===== src/rtl/pcle_pkg.sv =====
// pcle_pkg: shared types, constants and helpers of the pooled cursor list engine
`default_nettype none
package pcle_pkg;

	// pool sizes
	localparam int NODE_COUNT = 64;
	localparam int NUM_HEADS  = 8;

	// widths
	localparam int PW  = 7;
	localparam int NIW = (NODE_COUNT > 1) ? $clog2(NODE_COUNT) : 1;
	localparam int LTW = 5;
	localparam int LIW = (NUM_HEADS > 1) ? $clog2(NUM_HEADS) : 1;
	localparam int CW  = 7;

	localparam logic [PW-1:0]  NIL  = {PW{1'b1}};
	localparam logic [LTW-1:0] LNIL = {LTW{1'b1}};

	// operation codes
	localparam logic [3:0] MODE_CREATE  = 4'd0;
	localparam logic [3:0] MODE_COUNT   = 4'd1;
	localparam logic [3:0] MODE_CURRENT = 4'd2;
	localparam logic [3:0] MODE_FIRST   = 4'd3;
	localparam logic [3:0] MODE_LAST    = 4'd4;
	localparam logic [3:0] MODE_NEXT    = 4'd5;
	localparam logic [3:0] MODE_PREV    = 4'd6;
	localparam logic [3:0] MODE_ADD     = 4'd7;
	localparam logic [3:0] MODE_INSERT  = 4'd8;
	localparam logic [3:0] MODE_APPEND  = 4'd9;
	localparam logic [3:0] MODE_PREPEND = 4'd10;
	localparam logic [3:0] MODE_CONCAT  = 4'd11;
	localparam logic [3:0] MODE_FREE    = 4'd12;
	localparam logic [3:0] MODE_TRIM    = 4'd13;
	localparam logic [3:0] MODE_REMOVE  = 4'd14;
	localparam logic [3:0] MODE_MAX     = 4'd14;

	// status codes
	localparam logic [1:0] ST_OK    = 2'd0;
	localparam logic [1:0] ST_RANGE = 2'd1;
	localparam logic [1:0] ST_POOL  = 2'd2;
	localparam logic [1:0] ST_NOLST = 2'd3;

	// cursor states
	localparam logic [1:0] CUR_EMPTY = 2'd0;
	localparam logic [1:0] CUR_START = 2'd1;
	localparam logic [1:0] CUR_END   = 2'd2;
	localparam logic [1:0] CUR_ON    = 2'd3;

	typedef struct packed {
		logic [PW-1:0] head;
		logic [PW-1:0] tail;
		logic [PW-1:0] cur;
		logic [1:0]    cst;
		logic [CW-1:0] cnt;
		logic          alloc;
	} head_t;

	localparam head_t HEAD_CLR = '{head: NIL, tail: NIL, cur: NIL, cst: CUR_EMPTY,
		cnt: '0, alloc: 1'b0};

	// controller to datapath
	typedef struct packed {
		logic accept;
		logic load_l;
		logic load_m;
		logic exec;
		logic s2;
		logic s3;
		logic walk;
	} cmd_t;

	// datapath to controller
	typedef struct packed {
		logic done;
		logic to_walk;
	} sts_t;

	function automatic logic is_nil(input logic [PW-1:0] p);
		return {1'b0, p} >= (PW+1)'(NODE_COUNT);
	endfunction

	function automatic logic is_on(input head_t h);
		return (h.cst == CUR_ON) && !is_nil(h.cur);
	endfunction

endpackage
`default_nettype wire


===== src/rtl/pcle_ctrl.sv =====
// pcle_ctrl: sequencing state machine of the pooled cursor list engine
`default_nettype none
module pcle_ctrl (
	input  wire             clk,
	input  wire             arst_n,
	input  wire             start,
	input  pcle_pkg::sts_t  sts,
	output pcle_pkg::cmd_t  cmd,
	output logic            busy
);
	import pcle_pkg::*;

	localparam logic [2:0] S_IDLE  = 3'd0;
	localparam logic [2:0] S_LOADL = 3'd1;
	localparam logic [2:0] S_LOADM = 3'd2;
	localparam logic [2:0] S_EXEC  = 3'd3;
	localparam logic [2:0] S_STEP2 = 3'd4;
	localparam logic [2:0] S_STEP3 = 3'd5;
	localparam logic [2:0] S_WALK  = 3'd6;

	logic [2:0] state_q;
	logic [2:0] state_d;

	// next state
	always_comb begin
		state_d = state_q;
		case (state_q)
			S_IDLE:  if (start) state_d = S_LOADL;
			S_LOADL: state_d = S_LOADM;
			S_LOADM: state_d = S_EXEC;
			S_EXEC: begin
				if (sts.done) state_d = S_IDLE;
				else if (sts.to_walk) state_d = S_WALK;
				else state_d = S_STEP2;
			end
			S_STEP2: state_d = sts.done ? S_IDLE : S_STEP3;
			S_STEP3: state_d = S_IDLE;
			S_WALK:  if (sts.done) state_d = S_IDLE;
			default: state_d = S_IDLE;
		endcase
	end

	always_ff @(posedge clk or negedge arst_n) begin
		if (!arst_n) state_q <= S_IDLE;
		else state_q <= state_d;
	end

	// commands
	always_comb begin
		cmd.accept = (state_q == S_IDLE) && start;
		cmd.load_l = (state_q == S_LOADL);
		cmd.load_m = (state_q == S_LOADM);
		cmd.exec   = (state_q == S_EXEC);
		cmd.s2     = (state_q == S_STEP2);
		cmd.s3     = (state_q == S_STEP3);
		cmd.walk   = (state_q == S_WALK);
	end

	assign busy = (state_q != S_IDLE);

endmodule
`default_nettype wire


===== config.mk =====
export PLATFORM = sky130hd
export DESIGN_NAME = pcle_ctrl
export DESIGN_NICKNAME = d
export VERILOG_FILES = /design/src/rtl/pcle_pkg.sv /design/src/rtl/pcle_ctrl.sv
export SDC_FILE = /design/constraint.sdc
export NUM_CORES = 1
export LEC_CHECK = 0
export BUFFER_PORTS_ARGS = -buffer_cell sky130_fd_sc_hd__buf_2
export CORE_AREA = 2 2 39 41
export DETAILED_ROUTE_END_ITERATION = 7
export DIE_AREA = 0 0 41 43
export PLACE_DENSITY_LB_ADDON = 0.1
export SYNTH_ARGS = -nofsm -noshare
export SYNTH_HDL_FRONTEND = slang
export SYNTH_SLANG_ARGS = --single-unit

===== constraint.sdc =====
create_clock -name clk -period 1.9 [get_ports clk]
set_clock_uncertainty 0.2 [all_clocks]
set_input_delay 0.38 -clock clk [delete_from_list [all_inputs] [get_ports clk]]
set_output_delay 0.38 -clock clk [all_outputs]
set_load 0.01 [all_outputs]

==> summary.md <==
| Metric | Value |
|---|---|
| Min cycle time layout | 1.84 ns |
| GPL Wtd Cong | between 0.5 and 0.6 |
| Final hold violation count | 0 |
| Largest net degree at the start of global routing | 13 |
| Post-synth ARST share | 100% |
| Number of flops mapped to enable cells by yosys | 0 |
| Reg2Reg Depth | 3 |
| Antenna Nets Post-Route | 0 |
| Crit path launch type | flop |
| Final setup TNS | 0 ns |
| Leakage | 0.176 nW |
| CP max-delay cell | dfrtp_2 |
| Die area | 1760 µm² |
| Setup violators final | 0 |
| Total GRT Usage | about 7% |
| Crit. End Element | output port |
| Synth area leaders | dfrtp_1 (33%), and3b_1 (12%), nor3b_1 (9.9%), buf_6 (4.9%), or3_4 (4.9%) |
| Critical-path maximum fanout | 10 |
| CP Buf/Inv Count | 1 |
| Crit-path cells | or3_4 -> nor2_2 -> buf_2 |
| Logic pwr share | 50.6% |
| GRT busiest layer | met2 |
| # IOs | 13 |
| Vias in the first global route | 208 |
| Most used DFF post-synth | dfrtp_1 |
| Total CTS buffers | 3 |
| Biggest register | state_q |
| Syn Nets | 28 |
| Final net count | 45 |
| Hold Crit Depth | 2 |
| NetSw | between 0.2 and 0.25 mW |
| DP Wirelength | a little over 400 µm |
| Met1 Usage GRT | 7.77% |
| Yosys top cell area share | 33.0% |
| DRC Markers | 0 |
| Critical Path Stages | 3 |
| P_int | 0.335 mW |
| CTS clk-pin slew, worst paths | ~0.030 ns |
| Worst EP required | about 1.3 ns |
| Flop pwr share | 29.2% |
| Cell Pwr Density | 1580 nW/µm² |
| Final instance area | between 300 and 400 µm² |
| Register bit total from synthesis | 3 |
| IO buf count | 12 |
| GR Util met2 | about a tenth |
| CP arrival | about 1.3 ns |
| Max reg flops | 3 |
| Top flop regs | state_q x3 |
| Max-cap violations | 0 |
| Mean area per synthesized cell | roughly 9.9 µm² |
| Met3 usage in global routing | 1.57% |
| Clk pwr share | about 20% |
| CTS H-tree lvls | 1 |
| Layout Area Growth over Synthesis | 50.0% |
| Routed wire per std cell | about 9.9 µm |
| R2r setup slk | ~0.53 ns |
| Largest area contributor in the netlist | dfrtp_1 |
| Via/cell ratio | 3.96 |
| Register area share after synthesis | between 30% and 40% |
| Synth cell types | 15 |
| Synth Warn # | 0 |
| Grt ovf | 0 |
| Cell row count | 14 |
| CTS tree | yes |
| Unrepaired setup endpoints after global routing | no |
| Worst r2r dst | state_q[0]$_DFFE_PN0P_ |
| # diodes | 0 |
| Rel. slew slack | approximately 83% |
| Layout cells sized above 1 | approximately three fifths |
| Clock latency on the worst-skew pair | 0.23 ns |
| Via count | around 220 |
| DRT Wirelength | about 550 µm |
| Mapped Cells | 23 |
| End of the worst hold path | state_q[2]$_DFFE_PN0P_ |
| CTS root buffer | clkbuf_4 |
| First-pass detailed-route iteration total | 1 |
| Setup Crit Path Kind | reg2out |
| Largest vdd supply drop | 354 µV |
| Placed insts | 48 |
| Mapped Area | 228 µm² |
| Chip Height | 43 µm |
| Final std cells w/o fill | 55 |
| CTS sink count | 3 |
| Outcome | complete, no violations |
| Placeable Area | between 1000 and 1500 µm² |
| Initial antenna violation count | 0 |
| Hold Path Origin | sts[1] |
| Critical Path Max Stage Delay | approximately 0.45 ns |
| Worst r2r src | state_q[1]$_DFFE_PN0P_ |
| Starting Density | about 16% |
| Final Slew Violations | 0 |
| Worst Hold Class | in2reg |
| First-pass GRT wire length | around 800 µm |
| Tcrit/Tclk final | between 90% and 100% |
| CP delay by family, top | simple AND/OR/NAND/NOR gates |
| DR iter-0 viols | 0 |
| Switching Share | between 30% and 40% |
| Placement Cell Area | about 290 µm² |
| Fmax | around 540 MHz |
| Die width | slightly above 40 µm |
| CTS Buffer Depth | 2 |
| Synth cell count leaders | and3b_1 (3), dfrtp_1 (3), nor3b_1 (3) |
| Least-Margin Pin Slew | 0.251 ns |
==> through the flow <==
stage / utilization [%] / worst slack, ns / hold WS [ns] / power, mW
6_report: 24.7 / 0.0581 / 0.255 / 0.541
5_1_grt: 24.7 / 0.000759 / 0.261 / 0.592
2_1_floorplan: - / 0.296 / -0.116 / 0.338
3_3_place_gp: 20.7 / 0.259 / -0.0219 / 0.386
4_1_cts: 23.4 / 0.0181 / 0.251 / 0.513
3_5_place_dp: 20.7 / 0.247 / -0.0220 / 0.394
==> area by class of cell <==
type                       instances  area, µm²
multi-input combinational         16        128
tap                               16       20.0
inverter                           1       3.75
clock buffer                       4       26.3
fill                             157       1040
sequential                         3       78.8
timing repair buffer              15       85.1
==> power by group through the flow <==
stage / clock [mW] / combinational [mW] / sequential (mW)
floorplan: 0 / 0.234 / 0.104
global placement: 0 / 0.229 / 0.157
CTS: 0.116 / 0.234 / 0.163
global route: 0.124 / 0.299 / 0.169
detailed placement: 0 / 0.232 / 0.162
finish: 0.110 / 0.274 / 0.158
==> worst max-delay path by stage <==
stage                           startpoint     end
global placement    state_q[1]$_DFFE_PN0P_  cmd[6]
detailed placement  state_q[1]$_DFFE_PN0P_  cmd[6]
floorplan           state_q[1]$_DFFE_PN0P_  cmd[6]
CTS                 state_q[0]$_DFFE_PN0P_  cmd[6]
global route        state_q[0]$_DFFE_PN0P_  cmd[6]
finish              state_q[0]$_DFFE_PN0P_  cmd[6]
==> routing by layer <==
layer / share of wire, % / vias up
met1: 43 / 93
met2: 46 / 11
met3: 10 / 0
li1: - / 114
met4: 0 / 0
met5: 0 / -
==> cell families after synthesis <==
family / share of synthesized area, %
flops: 33.0
compound gates: 15.9
simple gates: 40.1
buf+inv: 11.0
==> cell usage in the layout (no fill, tap or decap), drive strengths merged, types with 2 or more instances in the layout <==
| cell type | Yosys | layout |
|---|---|---|
| dfrtp | 3 | 3 |
| and3b | 3 | 3 |
| nor3b | 3 | 3 |
| a21oi | 2 | 2 |
| buf | 3 | 14 |
| clkbuf | 0 | 4 |
==> repair_timing <==
item | in CTS | in global routing
hold buffers | 1 | 0
pin swaps | 0 | 0
endpoints found under the setup margin | 1 | 1
endpoints found under the hold margin | 3 | 0
buffers inserted | 0 | 2
gates resized for setup | 1 | 2
cloned | 0 | 0
(Power assumes the default switching activity.)
