**src/rtl/pcle_pkg.sv**
```systemverilog
// pcle_pkg: shared types, constants and helpers of the pooled cursor list engine
`default_nettype none
package pcle_pkg;

	// pool sizes
	localparam int NODE_COUNT = 64;
	localparam int NUM_HEADS  = 8;

	// widths
	localparam int PW  = 7;
	localparam int NIW = (NODE_COUNT > 1) ? $clog2(NODE_COUNT) : 1;
	localparam int LTW = 5;
	localparam int LIW = (NUM_HEADS > 1) ? $clog2(NUM_HEADS) : 1;
	localparam int CW  = 7;

	localparam logic [PW-1:0]  NIL  = {PW{1'b1}};
	localparam logic [LTW-1:0] LNIL = {LTW{1'b1}};

	// operation codes
	localparam logic [3:0] MODE_CREATE  = 4'd0;
	localparam logic [3:0] MODE_COUNT   = 4'd1;
	localparam logic [3:0] MODE_CURRENT = 4'd2;
	localparam logic [3:0] MODE_FIRST   = 4'd3;
	localparam logic [3:0] MODE_LAST    = 4'd4;
	localparam logic [3:0] MODE_NEXT    = 4'd5;
	localparam logic [3:0] MODE_PREV    = 4'd6;
	localparam logic [3:0] MODE_ADD     = 4'd7;
	localparam logic [3:0] MODE_INSERT  = 4'd8;
	localparam logic [3:0] MODE_APPEND  = 4'd9;
	localparam logic [3:0] MODE_PREPEND = 4'd10;
	localparam logic [3:0] MODE_CONCAT  = 4'd11;
	localparam logic [3:0] MODE_FREE    = 4'd12;
	localparam logic [3:0] MODE_TRIM    = 4'd13;
	localparam logic [3:0] MODE_REMOVE  = 4'd14;
	localparam logic [3:0] MODE_MAX     = 4'd14;

	// status codes
	localparam logic [1:0] ST_OK    = 2'd0;
	localparam logic [1:0] ST_RANGE = 2'd1;
	localparam logic [1:0] ST_POOL  = 2'd2;
	localparam logic [1:0] ST_NOLST = 2'd3;

	// cursor states
	localparam logic [1:0] CUR_EMPTY = 2'd0;
	localparam logic [1:0] CUR_START = 2'd1;
	localparam logic [1:0] CUR_END   = 2'd2;
	localparam logic [1:0] CUR_ON    = 2'd3;

	typedef struct packed {
		logic [PW-1:0] head;
		logic [PW-1:0] tail;
		logic [PW-1:0] cur;
		logic [1:0]    cst;
		logic [CW-1:0] cnt;
		logic          alloc;
	} head_t;

	localparam head_t HEAD_CLR = '{head: NIL, tail: NIL, cur: NIL, cst: CUR_EMPTY,
		cnt: '0, alloc: 1'b0};

	// controller to datapath
	typedef struct packed {
		logic accept;
		logic load_l;
		logic load_m;
		logic exec;
		logic s2;
		logic s3;
		logic walk;
	} cmd_t;

	// datapath to controller
	typedef struct packed {
		logic done;
		logic to_walk;
	} sts_t;

	function automatic logic is_nil(input logic [PW-1:0] p);
		return {1'b0, p} >= (PW+1)'(NODE_COUNT);
	endfunction

	function automatic logic is_on(input head_t h);
		return (h.cst == CUR_ON) && !is_nil(h.cur);
	endfunction

endpackage
`default_nettype wire

```
**src/rtl/pcle_datapath.sv**
```systemverilog
// pcle_datapath: node memories, head table, free stacks and result register
`default_nettype none
module pcle_datapath (
	input  wire             clk,
	input  wire             arst_n,
	input  pcle_pkg::cmd_t  cmd,
	output pcle_pkg::sts_t  sts,
	input  wire [3:0]       mode,
	input  wire [2:0]       list_id,
	input  wire [2:0]       other_list_id,
	input  wire [31:0]      item,
	output logic            strobe,
	output logic [1:0]      status,
	output logic [31:0]     item_out,
	output logic            item_valid,
	output logic [2:0]      new_list_id,
	output logic [6:0]      item_count,
	output logic            last
);
	import pcle_pkg::*;

	// latched beat
	logic [3:0]  mode_q;
	logic [2:0]  lid_q;
	logic [2:0]  oid_q;
	logic [31:0] itm_in_q;

	// working registers
	head_t         l_q, l_d, m_q;
	logic [PW-1:0] n_q, n_d;
	logic [CW-1:0] k_q, k_d;
	logic          step_q, step_d;
	logic          nbn_en_q, nbn_en_d, nbp_en_q, nbp_en_d;
	logic [PW-1:0] nbn_a_q, nbn_a_d, nbp_a_q, nbp_a_d;

	// pools
	logic [PW-1:0]  nf_top_q, nf_top_d;
	logic [LTW-1:0] lf_top_q, lf_top_d;
	logic [LTW-1:0] lf_link_q [NUM_HEADS];
	head_t          ht_q [NUM_HEADS];

	// node memories
	logic [PW-1:0] nxt_mem_q [NODE_COUNT];
	logic [PW-1:0] prv_mem_q [NODE_COUNT];
	logic [31:0]   itm_mem_q [NODE_COUNT];
	logic [PW-1:0] flk_mem_q [NODE_COUNT];
	logic          flk_vld_q [NODE_COUNT];
	logic [PW-1:0] rd_nxt_q, rd_prv_q, flk_rd_q, flk_init_q;
	logic [31:0]   rd_itm_q;
	logic          flk_vrd_q;

	logic [PW-1:0] rd_addr;
	logic          nxt_we, prv_we, itm_we, flk_we;
	logic [PW-1:0] nxt_wa, nxt_wd, prv_wa, prv_wd, itm_wa, flk_wa, flk_wd;
	logic [31:0]   itm_wd;

	logic           ht_we, cr_we, rel_we;
	logic [LTW-1:0] rel_id;

	// result
	logic          emit, e_last, e_iv;
	logic [1:0]    e_st;
	logic [31:0]   e_item;
	logic [2:0]    e_nid;
	logic [CW-1:0] e_cnt;
	logic          strobe_q, item_valid_q, last_q;
	logic [1:0]    status_q;
	logic [31:0]   item_out_q;
	logic [2:0]    new_list_id_q;
	logic [CW-1:0] item_count_q;

	logic [LTW-1:0] lid_x, oid_x, ht_ra;
	logic           list_ok, oth_ok, fwd, grp_add, front;
	logic [PW-1:0]  nn, fdat, own_nxt, own_prv;
	head_t          ht_rd;

	assign lid_x   = {2'b00, lid_q};
	assign oid_x   = {2'b00, oid_q};
	assign ht_ra   = cmd.load_m ? oid_x : lid_x;
	assign ht_rd   = ht_q[ht_ra[LIW-1:0]];
	assign list_ok = (lid_x < LTW'(NUM_HEADS)) && l_q.alloc;
	assign oth_ok  = (oid_x < LTW'(NUM_HEADS)) && m_q.alloc;
	assign fwd     = (mode_q == MODE_NEXT);
	assign grp_add = (mode_q == MODE_ADD) || (mode_q == MODE_INSERT) ||
		(mode_q == MODE_APPEND) || (mode_q == MODE_PREPEND);
	assign fdat    = flk_vrd_q ? flk_rd_q : flk_init_q;
	assign nn      = fwd ? rd_nxt_q : rd_prv_q;
	assign front   = (mode_q == MODE_PREPEND) || ((mode_q != MODE_APPEND) &&
		((l_q.cst == CUR_START) || ((mode_q == MODE_INSERT) && (l_q.cst != CUR_END))));

	// operation logic
	always_comb begin
		l_d = l_q; n_d = n_q; k_d = k_q; step_d = step_q;
		nbn_en_d = nbn_en_q; nbn_a_d = nbn_a_q; nbp_en_d = nbp_en_q; nbp_a_d = nbp_a_q;
		nf_top_d = nf_top_q; lf_top_d = lf_top_q;
		rd_addr = n_q;
		nxt_we = 1'b0; nxt_wa = n_q; nxt_wd = NIL;
		prv_we = 1'b0; prv_wa = n_q; prv_wd = NIL;
		itm_we = 1'b0; itm_wa = n_q; itm_wd = itm_in_q;
		flk_we = 1'b0; flk_wa = n_q; flk_wd = nf_top_q;
		cr_we = 1'b0; rel_we = 1'b0; rel_id = lid_x;
		own_nxt = NIL; own_prv = NIL;
		emit = 1'b0; e_last = 1'b1; e_iv = 1'b0; e_st = ST_OK; e_item = '0;
		e_nid = '0; e_cnt = '0;
		sts.done = 1'b0; sts.to_walk = 1'b0;

		if (cmd.exec) begin
			if (mode_q == MODE_CREATE) begin
				emit = 1'b1; sts.done = 1'b1;
				if (lf_top_q >= LTW'(NUM_HEADS)) begin
					e_st = ST_POOL;
				end else begin
					cr_we = 1'b1;
					lf_top_d = lf_link_q[lf_top_q[LIW-1:0]];
					e_nid = lf_top_q[2:0];
				end
			end else if (mode_q > MODE_MAX) begin
				emit = 1'b1; sts.done = 1'b1; e_st = ST_RANGE;
			end else if (!list_ok) begin
				emit = 1'b1; sts.done = 1'b1; e_st = ST_NOLST;
			end else begin
				case (mode_q)
					MODE_COUNT: begin
						emit = 1'b1; sts.done = 1'b1;
					end
					MODE_CURRENT: begin
						if (is_on(l_q)) rd_addr = l_q.cur;
						else begin emit = 1'b1; sts.done = 1'b1; e_st = ST_RANGE; end
					end
					MODE_FIRST, MODE_LAST: begin
						if (l_q.cnt == '0) begin
							l_d.cst = CUR_EMPTY; l_d.cur = NIL;
							emit = 1'b1; sts.done = 1'b1; e_st = ST_RANGE;
						end else begin
							l_d.cur = (mode_q == MODE_FIRST) ? l_q.head : l_q.tail;
							l_d.cst = CUR_ON;
							rd_addr = l_d.cur;
						end
					end
					MODE_NEXT, MODE_PREV: begin
						step_d = 1'b0;
						if (l_q.cnt == '0) begin
							emit = 1'b1; sts.done = 1'b1; e_st = ST_RANGE;
						end else if (is_on(l_q)) begin
							rd_addr = l_q.cur; step_d = 1'b1;
						end else if (l_q.cst == (fwd ? CUR_END : CUR_START)) begin
							emit = 1'b1; sts.done = 1'b1; e_st = ST_RANGE;
						end else begin
							l_d.cur = fwd ? l_q.head : l_q.tail;
							l_d.cst = CUR_ON;
							rd_addr = l_d.cur;
						end
					end
					MODE_ADD, MODE_INSERT, MODE_APPEND, MODE_PREPEND: begin
						if (is_nil(nf_top_q)) begin
							emit = 1'b1; sts.done = 1'b1; e_st = ST_POOL;
						end else begin
							n_d = nf_top_q; rd_addr = l_q.cur;
						end
					end
					MODE_CONCAT: begin
						emit = 1'b1; sts.done = 1'b1;
						if (!oth_ok) e_st = ST_NOLST;
						else if (oid_q == lid_q) e_st = ST_RANGE;
						else begin
							if (m_q.cnt != '0) begin
								if (l_q.cnt == '0) begin
									l_d.head = m_q.head; l_d.tail = m_q.tail;
								end else begin
									nxt_we = 1'b1; nxt_wa = l_q.tail; nxt_wd = m_q.head;
									prv_we = 1'b1; prv_wa = m_q.head; prv_wd = l_q.tail;
									l_d.tail = m_q.tail;
								end
								l_d.cnt = l_q.cnt + m_q.cnt;
							end
							rel_we = 1'b1; rel_id = oid_x;
						end
					end
					MODE_FREE: begin
						if (is_nil(l_q.head)) begin
							rel_we = 1'b1;
							emit = 1'b1; sts.done = 1'b1;
						end else begin
							n_d = l_q.head; rd_addr = l_q.head; k_d = '0;
							sts.to_walk = 1'b1;
						end
					end
					MODE_TRIM: begin
						if (l_q.cnt == '0 || is_nil(l_q.tail)) begin
							emit = 1'b1; sts.done = 1'b1; e_st = ST_RANGE;
						end else begin
							n_d = l_q.tail; rd_addr = l_q.tail;
						end
					end
					MODE_REMOVE: begin
						if (l_q.cnt == '0 || !is_on(l_q)) begin
							emit = 1'b1; sts.done = 1'b1; e_st = ST_RANGE;
						end else begin
							n_d = l_q.cur; rd_addr = l_q.cur;
						end
					end
					default: begin
						emit = 1'b1; sts.done = 1'b1; e_st = ST_RANGE;
					end
				endcase
				e_cnt = l_d.cnt;
			end
		end else if (cmd.s2) begin
			case (mode_q)
				MODE_CURRENT, MODE_FIRST, MODE_LAST: begin
					emit = 1'b1; sts.done = 1'b1; e_iv = 1'b1; e_item = rd_itm_q;
				end
				MODE_NEXT, MODE_PREV: begin
					if (!step_q) begin
						emit = 1'b1; sts.done = 1'b1; e_iv = 1'b1; e_item = rd_itm_q;
					end else if (is_nil(nn)) begin
						l_d.cur = NIL; l_d.cst = fwd ? CUR_END : CUR_START;
						emit = 1'b1; sts.done = 1'b1; e_st = ST_RANGE;
					end else begin
						l_d.cur = nn; rd_addr = nn;
					end
				end
				MODE_ADD, MODE_INSERT, MODE_APPEND, MODE_PREPEND: begin
					nf_top_d = fdat;
					nbn_en_d = 1'b0; nbp_en_d = 1'b0;
					nbn_a_d = l_q.cur; nbp_a_d = l_q.cur;
					if (l_q.cnt == '0) begin
						l_d.head = n_q; l_d.tail = n_q;
					end else if (mode_q == MODE_APPEND || mode_q == MODE_PREPEND ||
							!is_on(l_q)) begin
						if (front) begin
							own_nxt = l_q.head;
							nbp_en_d = !is_nil(l_q.head); nbp_a_d = l_q.head;
							l_d.head = n_q;
							if (is_nil(l_q.tail)) l_d.tail = n_q;
						end else begin
							own_prv = l_q.tail;
							nbn_en_d = !is_nil(l_q.tail); nbn_a_d = l_q.tail;
							l_d.tail = n_q;
							if (is_nil(l_q.head)) l_d.head = n_q;
						end
					end else if (mode_q == MODE_ADD) begin
						own_nxt = rd_nxt_q; own_prv = l_q.cur;
						nbn_en_d = 1'b1;
						if (!is_nil(rd_nxt_q)) begin
							nbp_en_d = 1'b1; nbp_a_d = rd_nxt_q;
						end else l_d.tail = n_q;
					end else begin
						own_nxt = l_q.cur; own_prv = rd_prv_q;
						nbp_en_d = 1'b1;
						if (!is_nil(rd_prv_q)) begin
							nbn_en_d = 1'b1; nbn_a_d = rd_prv_q;
						end else l_d.head = n_q;
					end
					l_d.cur = n_q; l_d.cst = CUR_ON; l_d.cnt = l_q.cnt + 1'b1;
					itm_we = 1'b1;
					nxt_we = 1'b1; nxt_wd = own_nxt;
					prv_we = 1'b1; prv_wd = own_prv;
				end
				MODE_TRIM: begin
					if (!is_nil(rd_prv_q)) begin
						nxt_we = 1'b1; nxt_wa = rd_prv_q; nxt_wd = NIL;
						l_d.tail = rd_prv_q; l_d.cur = rd_prv_q; l_d.cst = CUR_ON;
						l_d.cnt = l_q.cnt - 1'b1;
					end else begin
						l_d = HEAD_CLR; l_d.alloc = l_q.alloc;
					end
					flk_we = 1'b1; nf_top_d = n_q;
					emit = 1'b1; sts.done = 1'b1; e_iv = 1'b1; e_item = rd_itm_q;
				end
				MODE_REMOVE: begin
					if (!is_nil(rd_prv_q)) begin
						nxt_we = 1'b1; nxt_wa = rd_prv_q; nxt_wd = rd_nxt_q;
					end else l_d.head = rd_nxt_q;
					if (!is_nil(rd_nxt_q)) begin
						prv_we = 1'b1; prv_wa = rd_nxt_q; prv_wd = rd_prv_q;
						l_d.cur = rd_nxt_q; l_d.cst = CUR_ON;
					end else begin
						l_d.tail = rd_prv_q; l_d.cur = NIL; l_d.cst = CUR_END;
					end
					l_d.cnt = l_q.cnt - 1'b1;
					flk_we = 1'b1; nf_top_d = n_q;
					emit = 1'b1; sts.done = 1'b1; e_iv = 1'b1; e_item = rd_itm_q;
				end
				default: begin
					emit = 1'b1; sts.done = 1'b1; e_st = ST_RANGE;
				end
			endcase
			e_cnt = l_d.cnt;
		end else if (cmd.s3) begin
			// neighbour links of a new node, or the item after a step
			if (grp_add) begin
				nxt_we = nbn_en_q; nxt_wa = nbn_a_q; nxt_wd = n_q;
				prv_we = nbp_en_q; prv_wa = nbp_a_q; prv_wd = n_q;
			end else begin
				e_iv = 1'b1; e_item = rd_itm_q;
			end
			emit = 1'b1; sts.done = 1'b1; e_cnt = l_q.cnt;
		end else if (cmd.walk) begin
			// one node a cycle: emit, return to pool, fetch the next
			e_last = is_nil(rd_nxt_q) || ({1'b0, k_q} + 1'b1 >= (CW+1)'(NODE_COUNT));
			emit = 1'b1; e_iv = 1'b1; e_item = rd_itm_q;
			flk_we = 1'b1; nf_top_d = n_q;
			n_d = rd_nxt_q; rd_addr = rd_nxt_q; k_d = k_q + 1'b1;
			if (e_last) begin
				rel_we = 1'b1; sts.done = 1'b1;
			end
		end
	end

	assign ht_we = (cmd.exec || cmd.s2 || cmd.s3) && list_ok && (mode_q != MODE_CREATE) &&
		(mode_q != MODE_FREE) && (mode_q <= MODE_MAX);

	// beat latch and working registers
	always_ff @(posedge clk) begin
		if (cmd.accept) begin
			mode_q <= mode; lid_q <= list_id; oid_q <= other_list_id; itm_in_q <= item;
		end
		if (cmd.load_l) l_q <= ht_rd;
		else l_q <= l_d;
		if (cmd.load_m) m_q <= ht_rd;
		n_q <= n_d; k_q <= k_d; step_q <= step_d;
		nbn_en_q <= nbn_en_d; nbn_a_q <= nbn_a_d;
		nbp_en_q <= nbp_en_d; nbp_a_q <= nbp_a_d;
	end

	// head table and free stacks
	always_ff @(posedge clk or negedge arst_n) begin
		if (!arst_n) begin
			nf_top_q <= PW'(NODE_COUNT - 1);
			lf_top_q <= LTW'(NUM_HEADS - 1);
			for (int i = 0; i < NUM_HEADS; i++) begin
				ht_q[i] <= HEAD_CLR;
				lf_link_q[i] <= (i == 0) ? LNIL : LTW'(i - 1);
			end
		end else begin
			nf_top_q <= nf_top_d;
			lf_top_q <= rel_we ? rel_id : lf_top_d;
			for (int i = 0; i < NUM_HEADS; i++) begin
				if (rel_we && rel_id == LTW'(i)) begin
					ht_q[i] <= HEAD_CLR;
					lf_link_q[i] <= lf_top_q;
				end else if (ht_we && lid_x == LTW'(i)) begin
					ht_q[i] <= l_d;
				end else if (cr_we && lf_top_q == LTW'(i)) begin
					ht_q[i] <= HEAD_CLR;
					ht_q[i].alloc <= 1'b1;
				end
			end
		end
	end

	// free link valid bits
	always_ff @(posedge clk or negedge arst_n) begin
		if (!arst_n) begin
			for (int i = 0; i < NODE_COUNT; i++) flk_vld_q[i] <= 1'b0;
		end else if (flk_we) begin
			flk_vld_q[flk_wa[NIW-1:0]] <= 1'b1;
		end
	end

	// node memories, registered reads
	always_ff @(posedge clk) begin
		if (nxt_we) nxt_mem_q[nxt_wa[NIW-1:0]] <= nxt_wd;
		if (prv_we) prv_mem_q[prv_wa[NIW-1:0]] <= prv_wd;
		if (itm_we) itm_mem_q[itm_wa[NIW-1:0]] <= itm_wd;
		if (flk_we) flk_mem_q[flk_wa[NIW-1:0]] <= flk_wd;
		rd_nxt_q   <= nxt_mem_q[rd_addr[NIW-1:0]];
		rd_prv_q   <= prv_mem_q[rd_addr[NIW-1:0]];
		rd_itm_q   <= itm_mem_q[rd_addr[NIW-1:0]];
		flk_rd_q   <= flk_mem_q[nf_top_q[NIW-1:0]];
		flk_vrd_q  <= flk_vld_q[nf_top_q[NIW-1:0]];
		flk_init_q <= (nf_top_q == '0) ? NIL : nf_top_q - 1'b1;
	end

	// result register
	always_ff @(posedge clk or negedge arst_n) begin
		if (!arst_n) strobe_q <= 1'b0;
		else strobe_q <= emit;
	end

	always_ff @(posedge clk) begin
		if (emit) begin
			status_q <= e_st; item_out_q <= e_item; item_valid_q <= e_iv;
			new_list_id_q <= e_nid; item_count_q <= e_cnt; last_q <= e_last;
		end
	end

	assign strobe      = strobe_q;
	assign status      = status_q;
	assign item_out    = item_out_q;
	assign item_valid  = item_valid_q;
	assign new_list_id = new_list_id_q;
	assign item_count  = item_count_q;
	assign last        = last_q;

endmodule
`default_nettype wire

```
**config.mk**
```make
export PLATFORM = sky130hd
export DESIGN_NAME = pcle_datapath
export DESIGN_NICKNAME = d
export VERILOG_FILES = /design/src/rtl/pcle_pkg.sv /design/src/rtl/pcle_datapath.sv
export SDC_FILE = /design/constraint.sdc
export NUM_CORES = 2
export LEC_CHECK = 0
export BUFFER_PORTS_ARGS = -buffer_cell sky130_fd_sc_hd__buf_2
export CAP_MARGIN = 40
export CORE_MARGIN = 2
export CORE_UTILIZATION = 63
export DETAILED_ROUTE_END_ITERATION = 8
export PLACE_DENSITY = 0.79
export SETUP_SLACK_MARGIN = 0.1
export SYNTH_ARGS = -nofsm -noshare
export SYNTH_HDL_FRONTEND = slang
export SYNTH_SLANG_ARGS = --single-unit
```
**constraint.sdc**
```tcl
create_clock -name clk -period 5.13 [get_ports clk]
set_input_delay 0.513 -clock clk [delete_from_list [all_inputs] [get_ports clk]]
set_output_delay 0.513 -clock clk [all_outputs]
set_load 0.005 [all_outputs]
```
==> impl_metrics.yaml <==
cts:
  cts_tree: "done"
  clkTransAtPathRegs_ps: 60
  cts.sinks: 3988
  cts_buffer_depth: 4
  cts_made_buffers: 383
  root_buffer: "clkbuf_16"
  clock_latency_ps: 990
  ctsHtreeMaxLevel: 5
synth:
  yosysWarnings: 0
  synth_edf_count: 3532
  async_flop_share: 0.0915
  synth_largest_type_area_fraction: 0.634
  postSynthCellCount: 12100
  synth_area_leaders: "edfxtp_1 63%, a211oi_1 4.1%, nand2_1 3.4%, mux4_2 3.2%, dfstp_2 3.0%"
  ys_ff_latch: 3988
  synth_cell_types: 102
  netlist_area_sq_um: 167000
  avgSynthCellArea_sq_um: 13.9
  synth_nets: 12100
  synth_common_cells: "3532 x edfxtp_1, 1495 x nand2_1, 917 x a211oi_1, 782 x nor2_1, 538 x clkbuf_1"
  dominantRegCellSynth: "edfxtp_1"
  post-synth-top-count-cell: "edfxtp_1"
  ys_seq_area_frac: 0.701
  synth_largest_area_cell: "edfxtp_1"
global_route:
  grtUsageTotal: 0.353
  antenna_found_initial: 34
  grt_max_degree: 134
  grt_pass1_vias: 112000
  grt_pass1_wl_mm: 716
  grt_overflow_total: 0
timing:
  hold_violations: 0
  layout_min_cycle_time_ps: 4940
  fin_worst_skew_ps: 59.6
  period_share: 0.963
  fin_tns_setup_ps: 0
  slew_viol_final: 0
  max_freq_mhz: 202
  max_slew_margin: 0.319
  worst_slew_pin_slew_ps: 1010
  final-setup-viol-count: 0
  rsz0062_at_grt: "no"
floorplanning:
  die_h_microns: 519
  core_area_sq_um: 265000
  dieArea_sq_um: 270000
  chipWidth_microns: 519
  num_io_pins: 100
  row_count: 189
  start_util: 0.632
route:
  vias_per_cell: 7.03
  wl_mm: 485
  num_vias: 114000
  drt-met1-wl_mm: 175
  met3_length_mm: 60.2
  wl_per_cell_microns: 29.9
  drtPass1Iterations: 9
  wl_met2_mm: 225
  postRouteAntennaNets: 0
  top_layer: "met5"
  drc: 2
  drt_iter0_drc: 17300
worst_setup_path:
  cp_data_arrival_time_ps: 5780
  path_class: "flip-flop to flip-flop"
  end_kind: "flip-flop"
  worstPathRequired_ps: 5970
  startpoint_type: "flip-flop"
  cp_max_fo: 57
finish:
  nets: 12400
  fillerInstances: 15900
  final_util: 0.715
  area_delta_synth_final_pct: 13.1
  layout-drive-gt1-share: 0.178
  fin_area_sq_um: 189000
flow_run:
  cap_violations: 0
place:
  gp_congestion: 1.03
  dpl_cell_area_sq_um: 175000
  port_buffers: 99
  dpl.hpwl_mm: 296
run_status:
  status: "finished, violations left"
  violations: "DRC"
power:
  peakVddDrop_mv: 0.539
  p_per_area_nw_per_um2: 473
  power_mw: 89.5
  leakage_nw: 63.1
min_path:
  hold_class: "primary input to flip-flop"
layout by cell type (no fill, tap or decap), types with 126 or more instances in the layout:
cell and instances:
edfxtp_1 3532, nand2_1 1493, a211oi_1 916, nor2_1 716, buf_4 547, o21ai_0 531
a21oi_1 494, clkbuf_16 387, nand3_1 317, mux2_2 255, mux4_2 240, a31oi_1 213
and3_1 203, o221ai_1 196, o2111ai_1 189, dfstp_2 187, dfrtp_1 173, mux2i_1 163
nor3_1 130, o22ai_1 126
through the flow:
stage          cells  worst slack [ps]  hold slack (ps)
2_1_floorplan  12100               735              217
3_3_place_gp   15400               317              444
3_5_place_dp   15400               179              451
4_1_cts        16200               124             24.6
5_1_grt        16200              61.0             42.8
6_report       16200               188             56.9
cells by family after synthesis:
kind of cell / count (synthesis) / share of synthesized area
buffers and inverters: 971 / 0.0247
flip-flops: 3988 / 0.701
AND/OR/NAND/NOR: 3299 / 0.0869
XOR/XNOR: 18 / 0.000942
AO/OA/AOI/OAI: 3127 / 0.126
adder cells (fa/ha/maj): 11 / 0.000867
multiplexers: 662 / 0.0595
where the power goes:
group | switching [mW] | internal (mW)
logic | 12.7 | 7.14
registers | 1.87 | 38.2
clock network | 12.5 | 17.1
registers in the layout (all words and copies together), names as in the netlist, 4 cells and up:
signal	count
flk_init_q	7
flk_mem_q	448
flk_rd_q	7
flk_vld_q	64
flk_wa	7
flk_wd	7
ht_q	248
item_count	7
item_out	32
itm_in_q	32
itm_mem_q	2048
k_q	7
l_q	31
lf_link_q	40
lf_top_q	5
m_q	22
mode_q	4
nbn_a_q	6
nbp_a_q	6
nxt_mem_q	448
prv_mem_q	448
rd_itm_q	32
rd_nxt_q	7
rd_prv_q	7
area by class of cell:
class / count / area, sq um / area share
diodes: 15 / 37.5 / 0.000198
clock buffers: 500 / 10400 / 0.0552
clock inverters: 214 / 2720 / 0.0144
inverters: 26 / 97.6 / 0.000516
multi-input cells: 7117 / 46700 / 0.247
flip-flops and latches: 3988 / 117000 / 0.620
well taps: 3533 / 4420 / 0.0234
repair buffers: 820 / 7490 / 0.0396
what timing repair did:
action                                 CTS  global route
setup endpoints to repair                0            36
endpoints found under the hold margin   88             0
setup buffers                            0            13
resized for setup                        0            14
hold buffers                            45             0
worst max-delay path, stage by stage, from the launching register on:
cell and delay, ps:
dfxtp_1 500, inv_1 110, ha_1 260, nor3b_4 190, buf_4 150, a21oi_2 160
buf_4 210, mux2i_1 150, a211oi_2 460, a31oi_4 210, buf_12 230, buf_12 190
buf_4 230, nand2_1 60, and3_1 150, a31oi_1 40, o2111ai_1 340, nand4_1 460
or4_1 650
worst paths after layout:
path / startpoint / cells after the start / slack [ps] / endpoint
worst max-delay path: l_q[1] / 18 / 190 / rd_itm_q[20]
worst min-delay path: cmd[4] / 1 / 60 / m_q[22]
worst max register to register: l_q[1] / 18 / 190 / rd_itm_q[20]
worst min register to register: flk_vld_q[19] / 1 / 470 / flk_vld_q[19]
max in group asynchronous: arst_n / 3 / 3600 / flk_vld_q[44]
min in group asynchronous: arst_n / 2 / 240 / ht_q[194]
routing by layer:
metal,vias to the layer above,global-route usage
met5,-,0
met4,30,0.161
met3,1557,0.0800
met2,8166,0.549
met1,56400,0.479
li1,47800,-
Note: power is estimated with default switching activity, not from simulation.
